===== src/hw/rtl/fra_pkg.sv =====
// Package for the fraction reduce-and-add block: widths, commands, controller states.
// Used by the controller, the datapath, the top level and the checker.
`timescale 1ns / 1ps
package fra_pkg;
    localparam int NumW = 33;
    localparam int DenW = 32;
    localparam int EuW  = 34;
    localparam int CntW = 6;

    localparam logic CMD_REDUCE = 1'b0;
    localparam logic CMD_ADD    = 1'b1;

    typedef enum logic [3:0] {
        ST_IDLE, ST_MUL, ST_SUM, ST_CHECK, ST_DIV, ST_STEP, ST_QNUM, ST_QDEN, ST_DONE
    } fra_state_t;

    typedef struct packed {
        logic load;
        logic mul;
        logic sum;
        logic div_start;
        logic div_step;
        logic eu_step;
        logic sel_num;
        logic sel_den;
        logic take_num;
        logic finish;
    } fra_cmd_t;

    typedef struct packed {
        logic bad;
        logic b_zero;
        logic g_unit;
        logic div_last;
    } fra_stat_t;
endpackage


===== src/hw/rtl/fra_ctrl.sv =====
// Controller of the fraction block: sequences multiply, Euclid steps and the final divides.
// Depends on fra_pkg.
`timescale 1ns / 1ps
module fra_ctrl (
    input  logic               clk,
    input  logic               rst_n,
    input  logic               start,
    input  fra_pkg::fra_stat_t stat,
    output fra_pkg::fra_cmd_t  cmd,
    output logic               busy
);
    import fra_pkg::*;

    fra_state_t state_reg, state_next;

    always_ff @(posedge clk or negedge rst_n)
    begin
        if (!rst_n)
            state_reg <= ST_IDLE;
        else
            state_reg <= state_next;
    end

    always_comb
    begin
        state_next = state_reg;
        unique case (state_reg)
            ST_IDLE:  if (start) state_next = ST_MUL;
            ST_MUL:   state_next = stat.bad ? ST_DONE : ST_SUM;
            ST_SUM:   state_next = ST_CHECK;
            ST_CHECK: state_next = stat.b_zero ? ST_QNUM : ST_DIV;
            ST_DIV:   if (stat.div_last) state_next = ST_STEP;
            ST_STEP:  state_next = ST_CHECK;
            ST_QNUM:  begin
                if (stat.g_unit) state_next = ST_DONE;
                else if (stat.div_last) state_next = ST_QDEN;
            end
            ST_QDEN:  if (stat.div_last) state_next = ST_DONE;
            ST_DONE:  state_next = ST_IDLE;
            default:  state_next = ST_IDLE;
        endcase
    end

    always_comb
    begin
        cmd = '0;
        busy = (state_reg != ST_IDLE);
        unique case (state_reg)
            ST_IDLE:  cmd.load = start;
            ST_MUL:   cmd.mul = 1'b1;
            ST_SUM:   cmd.sum = 1'b1;
            ST_CHECK: begin
                // The first divide of the quotient phase is armed here as well.
                cmd.div_start = 1'b1;
                cmd.sel_num = stat.b_zero;
            end
            ST_DIV:   cmd.div_step = 1'b1;
            ST_STEP:  cmd.eu_step = 1'b1;
            ST_QNUM:  begin
                cmd.div_step = !stat.g_unit;
                cmd.sel_num = 1'b1;
                cmd.take_num = stat.div_last && !stat.g_unit;
                // Arm the denominator divide once the numerator quotient is taken.
                cmd.div_start = stat.div_last && !stat.g_unit;
                cmd.sel_den = stat.div_last;
            end
            ST_QDEN:  begin
                cmd.div_step = 1'b1;
                cmd.sel_den = 1'b1;
            end
            ST_DONE:  cmd.finish = 1'b1;
            default:  cmd = '0;
        endcase
    end
endmodule


===== config.mk =====
export PLATFORM = sky130hd
export DESIGN_NAME = fra_ctrl
export DESIGN_NICKNAME = d
export VERILOG_FILES = /design/src/hw/rtl/fra_pkg.sv /design/src/hw/rtl/fra_ctrl.sv
export SDC_FILE = /design/constraint.sdc
export NUM_CORES = 1
export LEC_CHECK = 0
export BUFFER_PORTS_ARGS = -buffer_cell sky130_fd_sc_hd__clkbuf_2
export CAP_MARGIN = 0
export CORE_AREA = 4 4 41 43
export CTS_CLUSTER_DIAMETER = 40
export DETAILED_ROUTE_END_ITERATION = 8
export DIE_AREA = 0 0 45 47
export GPL_ROUTABILITY_DRIVEN = 0
export SLEW_MARGIN = 20
export SYNTH_ARGS = -nofsm -noshare
export SYNTH_HDL_FRONTEND = slang
export SYNTH_SLANG_ARGS = --single-unit
export TNS_END_PERCENT = 10

===== constraint.sdc =====
create_clock -name clk -period 2.6 [get_ports clk]
set_input_delay 0.39 -clock clk [delete_from_list [all_inputs] [get_ports clk]]
set_output_delay 0.39 -clock clk [all_outputs]
set_load 0.01 [all_outputs]

=== Word-level counts from Yosys, hierarchy flattened ===
Index checks and enable logic that the tools add are counted.

* Multiplexer cells: 18
* Reduce and logical (&&, ||, !) cells: 7
* Equality and inequality tests: 12

{| class="wikitable"
|+ Operator list
! kind !! count
|-
| $pmux 4 s7 || 1
|-
| $mux 4 || 6
|-
| $eq 4x3->1 const B || 4
|-
| $eq 4x2->1 const B || 2
|-
| $pmux 1 s2 || 4
|-
| $mux 1 || 6
|-
| $ne 2x2->1 const B || 3
|-
| $eq 4x1->1 const B || 1
|-
| $eq 4x4->1 const B || 1
|-
| $logic_not 4->1 || 1
|-
| $reduce_and 4->1 || 1
|-
| $reduce_bool 4->1 || 1
|-
| $reduce_or 2->1 || 2
|-
| $ne 3x3->1 const B || 1
|-
| $mux 2 || 1
|-
| $logic_and 1x1->1 || 1
|-
| $logic_not 1->1 || 1
|}

* Register bits: 4
* Output and inout bits: 11
* Input port bits: 7

=== Depth between registers and ports, before layout ===
Gate-level depths: netlist (run 1).

* Depth after elaboration: 3
* Mapped depth: 5
* Mapped depth without buffers: 4

=== Worst setup path after synthesis (run 1) ===
OpenSTA, ideal clock, no wires.

* Kind: register -> output
* Start: register state_reg[0]
* End: output port cmd[6] (netlist bit)
* Stages on the path, launching flop included: 4
* Data arrival time: 1.233 ns
* Path buffers: 0
* Slack: 0.977 ns
* Cell sequence: dfrtp_1 nand2b_1 or3b_2 a21oi_1

{| class="wikitable"
|+ RTL lines
! item !! line !! source
|-
| from (decl) || fra_ctrl.sv:14 || <nowiki>fra_state_t state_reg, state_next;</nowiki>
|-
| from (signal assigned) || fra_ctrl.sv:21 || <nowiki>state_reg <= state_next;</nowiki>
|-
| to (decl) || fra_ctrl.sv:9 || <nowiki>output fra_pkg::fra_cmd_t cmd,</nowiki>
|}

==> results of run 1 <==
-- cell type report --
| class | count | area (um2) |
|---|---|---|
| Tap cell | 15 | 18.8 |
| Multi-Input combinational cell | 47 | 308 |
| Sequential cell | 4 | 100 |
| Fill cell | 133 | 742 |
| Inverter | 2 | 7.51 |
| Clock buffer | 3 | 22.5 |
| Timing Repair Buffer | 19 | 103 |
-- kinds of logic (layout without fill, tap and decap cells) --
group	after synthesis	after routing
buf+inv	6	24
compound gates	15	15
mux	1	1
flops	4	4
simple gates	31	31
-- worst max-delay path, cell delays in order, from the launching register on --
cell and delay (ns):
dfrtp_1 0.60, nand2b_1 0.13, or3b_2 0.45, a21oi_1 0.15, clkbuf_2 0.15
-- placed cells by master (no fill, tap or decap), drive strengths merged --
| master | n |
|---|---|
| a211oi | 1 |
| a32oi | 1 |
| or3b | 1 |
| a22oi | 1 |
| clkbuf | 20 |
| dlygate4sd3 | 1 |
| a32o | 1 |
| o21ai | 2 |
| a21boi | 1 |
| a211o | 1 |
| nor2b | 4 |
| mux2 | 1 |
| buf | 1 |
| nor2 | 7 |
| or2 | 1 |
| nand2b | 6 |
| nand2 | 5 |
| nand3 | 2 |
| o22ai | 1 |
| nor3 | 2 |
| or4 | 1 |
| inv | 2 |
| a21oi | 6 |
| nor4b | 2 |
| dfrtp | 4 |
-- final timing paths --
kind | slack [ns] | depth (start not counted) | to
min | 0.49 | 2 | state_reg[1]$_DFFE_PN0P_
max in group asynchronous | 1.98 | 2 | state_reg[2]$_DFFE_PN0P_
max reg2reg | 0.89 | 4 | state_reg[1]$_DFFE_PN0P_
min in group clk | 0.54 | 4 | state_reg[2]$_DFFE_PN0P_
min reg2reg | 0.62 | 1 | state_reg[2]$_DFFE_PN0P_
max | 0.49 | 4 | cmd[6]
-- stage by stage --
stage	power [mW]	hold WS (ns)	instance area, um2	worst slack, ns	utilization [%]
finish	0.648	0.494	559	0.487	43.0
global placement	0.573	0.197	527	0.789	40.5
CTS	0.656	0.491	559	0.476	43.0
detailed placement	0.572	0.199	527	0.733	40.5
global route	0.707	0.495	559	0.385	43.0
floorplan	0.472	0.0944	439	0.977	-
-- power breakdown --
group	switching [mW]	leakage (nW)	internal, mW
combinational	0.205	0.190	0.208
sequential	0.0697	0.0515	0.0898
clock	0.0243	0.0138	0.0516
total	0.299	0.255	0.349
-- what timing repair did --
action / 4_1_cts / 5_1_grt
hold buffers: 1 / 0
hold endpoints to repair: 4 / 0
setup buffers: 0 / 0
-- routing by layer --
| layer | share of wire, % | GRT usage [%] | wire length, um | vias to the layer above |
|---|---|---|---|---|
| met2 | 51 | 18.6 | 534 | 7 |
| met5 | 0 | 0 | 0 | - |
| met3 | 3.8 | 3.45 | 40 | 0 |
| met1 | 45 | 12.2 | 474 | 217 |
| met4 | 0 | 1.75 | 0 | 0 |
| li1 | - | - | - | 240 |
==> impl_metrics.csv, run 1 <==
group,metric,value,unit
status,status,"finished, final reports clean",
clocking,clock_sinks,4,
logic_synthesis,synth-edff-count,0,
critical_path,critical_path.endpoint_type,"output pin",
grt,grt_overflow,0,
logic_synthesis,synth_top_area_cell,"dfrtp_1",
logic_synthesis,ys_top_cells_by_count,"nand2b_1 (6), a21oi_1 (5), nand2_1 (5), nor2_1 (5)",
floorplan,start_util,33.7,%
layout,area_delta_synth_final,27.4,%
floorplan,ioPinCount,18,
logic_synthesis,synth_compound_area_share,25.4,%
logic_synthesis,syn_area_per_cell,7.70,um2
logic_synthesis,yosys.cell_types.count,28,
critical_path,startpoint,"state_reg[2]$_DFFE_PN0P_",
grt,track_usage,10.4,%
layout,stdcell_count,90,
job,drv_cap,0,
grt,grt_pass1_vias,368,
floorplan,rows,13,
logic_synthesis,netlist_instances,57,
floorplan,die_area,2120,um2
route,drtAntennaViolNets,0,
logic_synthesis,ys.flop_type,"dfrtp_1",
clocking,post_cts_resized,0,
power,peakVddDrop,0.478,mV
clocking,cts.htree.levels,1,
placement,portBuffers,17,
clocking,clockRootBuffer,"clkbuf_4",
logic_synthesis,yosys.area_share.simple,41.3,%
grt,antenna_found_initial,0,
timing,slew_violations,0,
route,vias,464,
layout,antennaDiodeCount,0,
logic_synthesis,seq_area_frac_synth,22.8,%
logic_synthesis,synth_area,439,um2
logic_synthesis,synth.most_common_cell,"nand2b_1",
grt,grt_start_max_net_pins,17,
logic_synthesis,synthAdderAreaFrac,0,%
layout,drive_gt1_share,38.7,%
route,via_per_inst,5.16,
logic_synthesis,synth_top_family_by_area,"simple AND/OR/NAND/NOR gates",
power,leakage,0.255,nW
placement,hpwl,777,um
timing,period_needed,2.11,ns
floorplan,die_y,47,um
placement,place_inst,86,
floorplan,dieWidth,45,um
layout,largest_reg_flops,4,
logic_synthesis,synth_mux_area_share,3.42,%
grt,grt_first_pass_wirelength,1620,um
route,dr.first_iter.drc_count,6,
logic_synthesis,ys_async_sr_fraction,100,%
timing,max_slew_margin,69.8,%
logic_synthesis,synth_xor_area_share,0,%
critical_path,cp.arrival,1.72,ns
timing,fin_crit_sh,81.3,%
route,routedWlPerCell,11.7,um
route,finalWirelength,1050,um
timing,rsz0062_at_grt,"false",
timing,fmax,473,MHz
critical_path,worstPathRequired,2.21,ns
logic_synthesis,syn_nets,64,
min_path,min_path_type,"input port to async pin",
floorplan,core_area,1300,um2
logic_synthesis,synth-seq-cells,4,
layout,fin_nets,84,
clocking,cts_made_buffers,3,
critical_path,path_class,"flop to output pin",
logic_synthesis,synth_top_cell_area_share,22.8,%
power,power_density,1160,nW/um2
timing,skew,0.00465,ns
clocking,clk_latency,0.23,ns
route,route.detailed.drc,0,
route,dr.pass1.iters,3,
clocking,cts.clk_slew.worst_paths,0.04,ns
timing,fin_tns_setup,0,ns
logic_synthesis,synth_area_leaders,"dfrtp_1 (23%), nand2b_1 (8.5%), a21oi_1 (5.7%)",
timing,final-hold-violation-count,0,
timing,setup_viol,0,
logic_synthesis,yosysWarnings,0,
clocking,clock_path_buffers,2,
critical_path,start_kind,"flop",
timing,worst_pin_slew,0.453,ns
critical_path,timing.rr.start,"state_reg[1]$_DFFE_PN0P_",
clocking,cts_tree,"built",
critical_path,worstPathMaxFanout,16,
Power figures use the tool's default switching activity.
==> run 2, diff against run 1 <==
- clock period: 2.6 -> 1.9 ns (I/O delays scaled with it)
==> run 2 against run 1 <==
- hold slack worse by 0.10 ns
- global-route usage up 1.5 points
- sequential power up 9%
- wire length up 3.3%
- clock skew down 0.0026 ns
- first-iteration DRC count up 17%
- setup slack worse by 0.38 ns
- sequential share of layout area down 0.47 points
- critical path type unchanged
- largest power group unchanged
==> impl_metrics.csv, run 2 (same netlist as run 1, synthesis figures left out) <==
group,metric,value,unit
layout,final_common_cell,"clkbuf_2",
timing,final-hold-violation-count,0,
critical_path,rr_worst_depth,4,
timing,fin_tns_setup,0,ns
clocking,clock_path_buffers,2,
clocking,cts_setup_buffers,0,
timing,period_needed,1.80,ns
floorplan,ioPinCount,18,
critical_path,startpoint,"state_reg[3]$_DFFE_PN0P_",
layout,fin_nets,86,
layout,antennaDiodeCount,0,
layout,area_delta_synth_final,30.8,%
timing,setup_viol,0,
critical_path,worstPathRequired,1.62,ns
critical_path,worstPathMaxFanout,10,
layout,final_area,574,um2
layout,multiInputGateArea,308,um2
grt,antenna_found_initial,0,
power,leakage,0.265,nW
critical_path,cp_top_family,"simple AND/OR/NAND/NOR gates",
timing,rsz0062_at_grt,"false",
clocking,clk_latency,0.23,ns
route,finalWirelength,1080,um
floorplan,start_util,33.7,%
layout,largest_reg_flops,4,
critical_path,r2r_end,"state_reg[1]$_DFFE_PN0P_",
clocking,cts_made_buffers,3,
layout,layout_common_cells,"clkbuf_2 (17), nand2b_1 (6), a21oi_1 (5), nor2_1 (5), nand2_1 (5)",
route,vias,465,
floorplan,dieWidth,45,um
clocking,clock_sinks,4,
route,via_per_inst,5.05,
critical_path,path_depth,3,
floorplan,die_area,2120,um2
timing,max_slew_margin,77.9,%
route,drtAntennaViolNets,0,
critical_path,reg2reg_slack,0.30,ns
clocking,post_cts_resized,0,
clocking,cts.htree.levels,1,
grt,grt_pass1_vias,420,
power,finalPower,0.913,mW
status,status,"finished, final reports clean",
placement,hpwl,837,um
critical_path,path_class,"flop to output pin",
job,drv_cap,0,
route,route.detailed.drc,0,
timing,worst_pin_slew,0.329,ns
layout,regArea,100,um2
route,dr.first_iter.drc_count,7,
grt,grt_overflow,0,
route,routedWlPerCell,11.8,um
power,peakVddDrop,0.573,mV
critical_path,cp.arrival,1.51,ns
placement,portBuffers,17,
route,dr.pass1.iters,2,
grt,grt_first_pass_wirelength,1770,um
critical_path,crit_chain,"or4_4, nor2_1, clkbuf_2",
clocking,cts_tree,"built",
critical_path,max_stage_delay,0.56,ns
critical_path,timing.rr.start,"state_reg[3]$_DFFE_PN0P_",
timing,fmax,557,MHz
grt,track_usage,11.9,%
floorplan,die_y,47,um
min_path,min_path_type,"input port to async pin",
timing,fin_crit_sh,94.5,%
timing,worst_slack,0.104,ns
timing,skew,0.00201,ns
grt,grt_start_max_net_pins,15,
layout,drive_gt1_share,40.3,%
layout,final.fill_count,142,
power,power_density,1590,nW/um2
clocking,clockRootBuffer,"clkbuf_4",
critical_path,critical_path.endpoint_type,"output pin",
clocking,cts.clk_slew.worst_paths,0.04,ns
placement,dpl-instance-area,542,um2
critical_path,start_kind,"flop",
floorplan,rows,13,
floorplan,core_area,1300,um2
timing,slew_violations,0,
critical_path,cp_slowest_cell,"or4_4",
placement,dp_slack,0.312,ns
critical_path,cp_num_buf_inv,1,
==> run 2: per-stage QoR <==
stage | std cells | hold WS [ns] | utilization (%)
finish | 92 | 0.393 | 44.1
global placement | 88 | 0.0952 | 41.6
floorplan | 57 | -0.0106 | -
detailed placement | 88 | 0.0973 | 41.6
CTS | 92 | 0.388 | 44.1
global route | 92 | 0.392 | 44.1
==> run 2: worst max path at each step <==
stage | slack, ns | to
3_5_place_dp | 0.31 | state_reg[1]$_DFFE_PN0P_
5_1_grt | 0.01 | cmd[5]
4_1_cts | 0.10 | cmd[6]
2_1_floorplan | 0.34 | state_reg[1]$_DFFE_PN0P_
6_report | 0.10 | cmd[9]
3_3_place_gp | 0.30 | state_reg[1]$_DFFE_PN0P_
==> run 2: final cells by class <==
class                      count  share of cell area, %
tap                           15                   3.27
timing repair buffer          21                   20.5
multi-input combinational     47                   53.6
inverter                       2                   1.31
sequential                     4                   17.4
clock buffer                   3                   3.92
==> run 2: timing repair <==
action | CTS | global route
hold buffers | 1 | 0
endpoints found under the hold margin | 4 | 0
endpoints found under the setup margin | 0 | 0
==> run 2: report_power, final <==
group | internal [mW] | switching (mW)
logic | 0.303 | 0.332
clock network | 0.0706 | 0.0338
registers | 0.124 | 0.0493
total | 0.498 | 0.415
==> run 2: metal layers <==
layer  GRT usage, %  vias to the layer above  wire length, um  share of wire (%)
li1               -                      246                -                  -
met4           7.60                        0                0                  0
met5              0                        -                0                  0
met1           14.0                      212              483                 45
met3           4.60                        0               46                4.2
met2           18.1                        7              554                 51
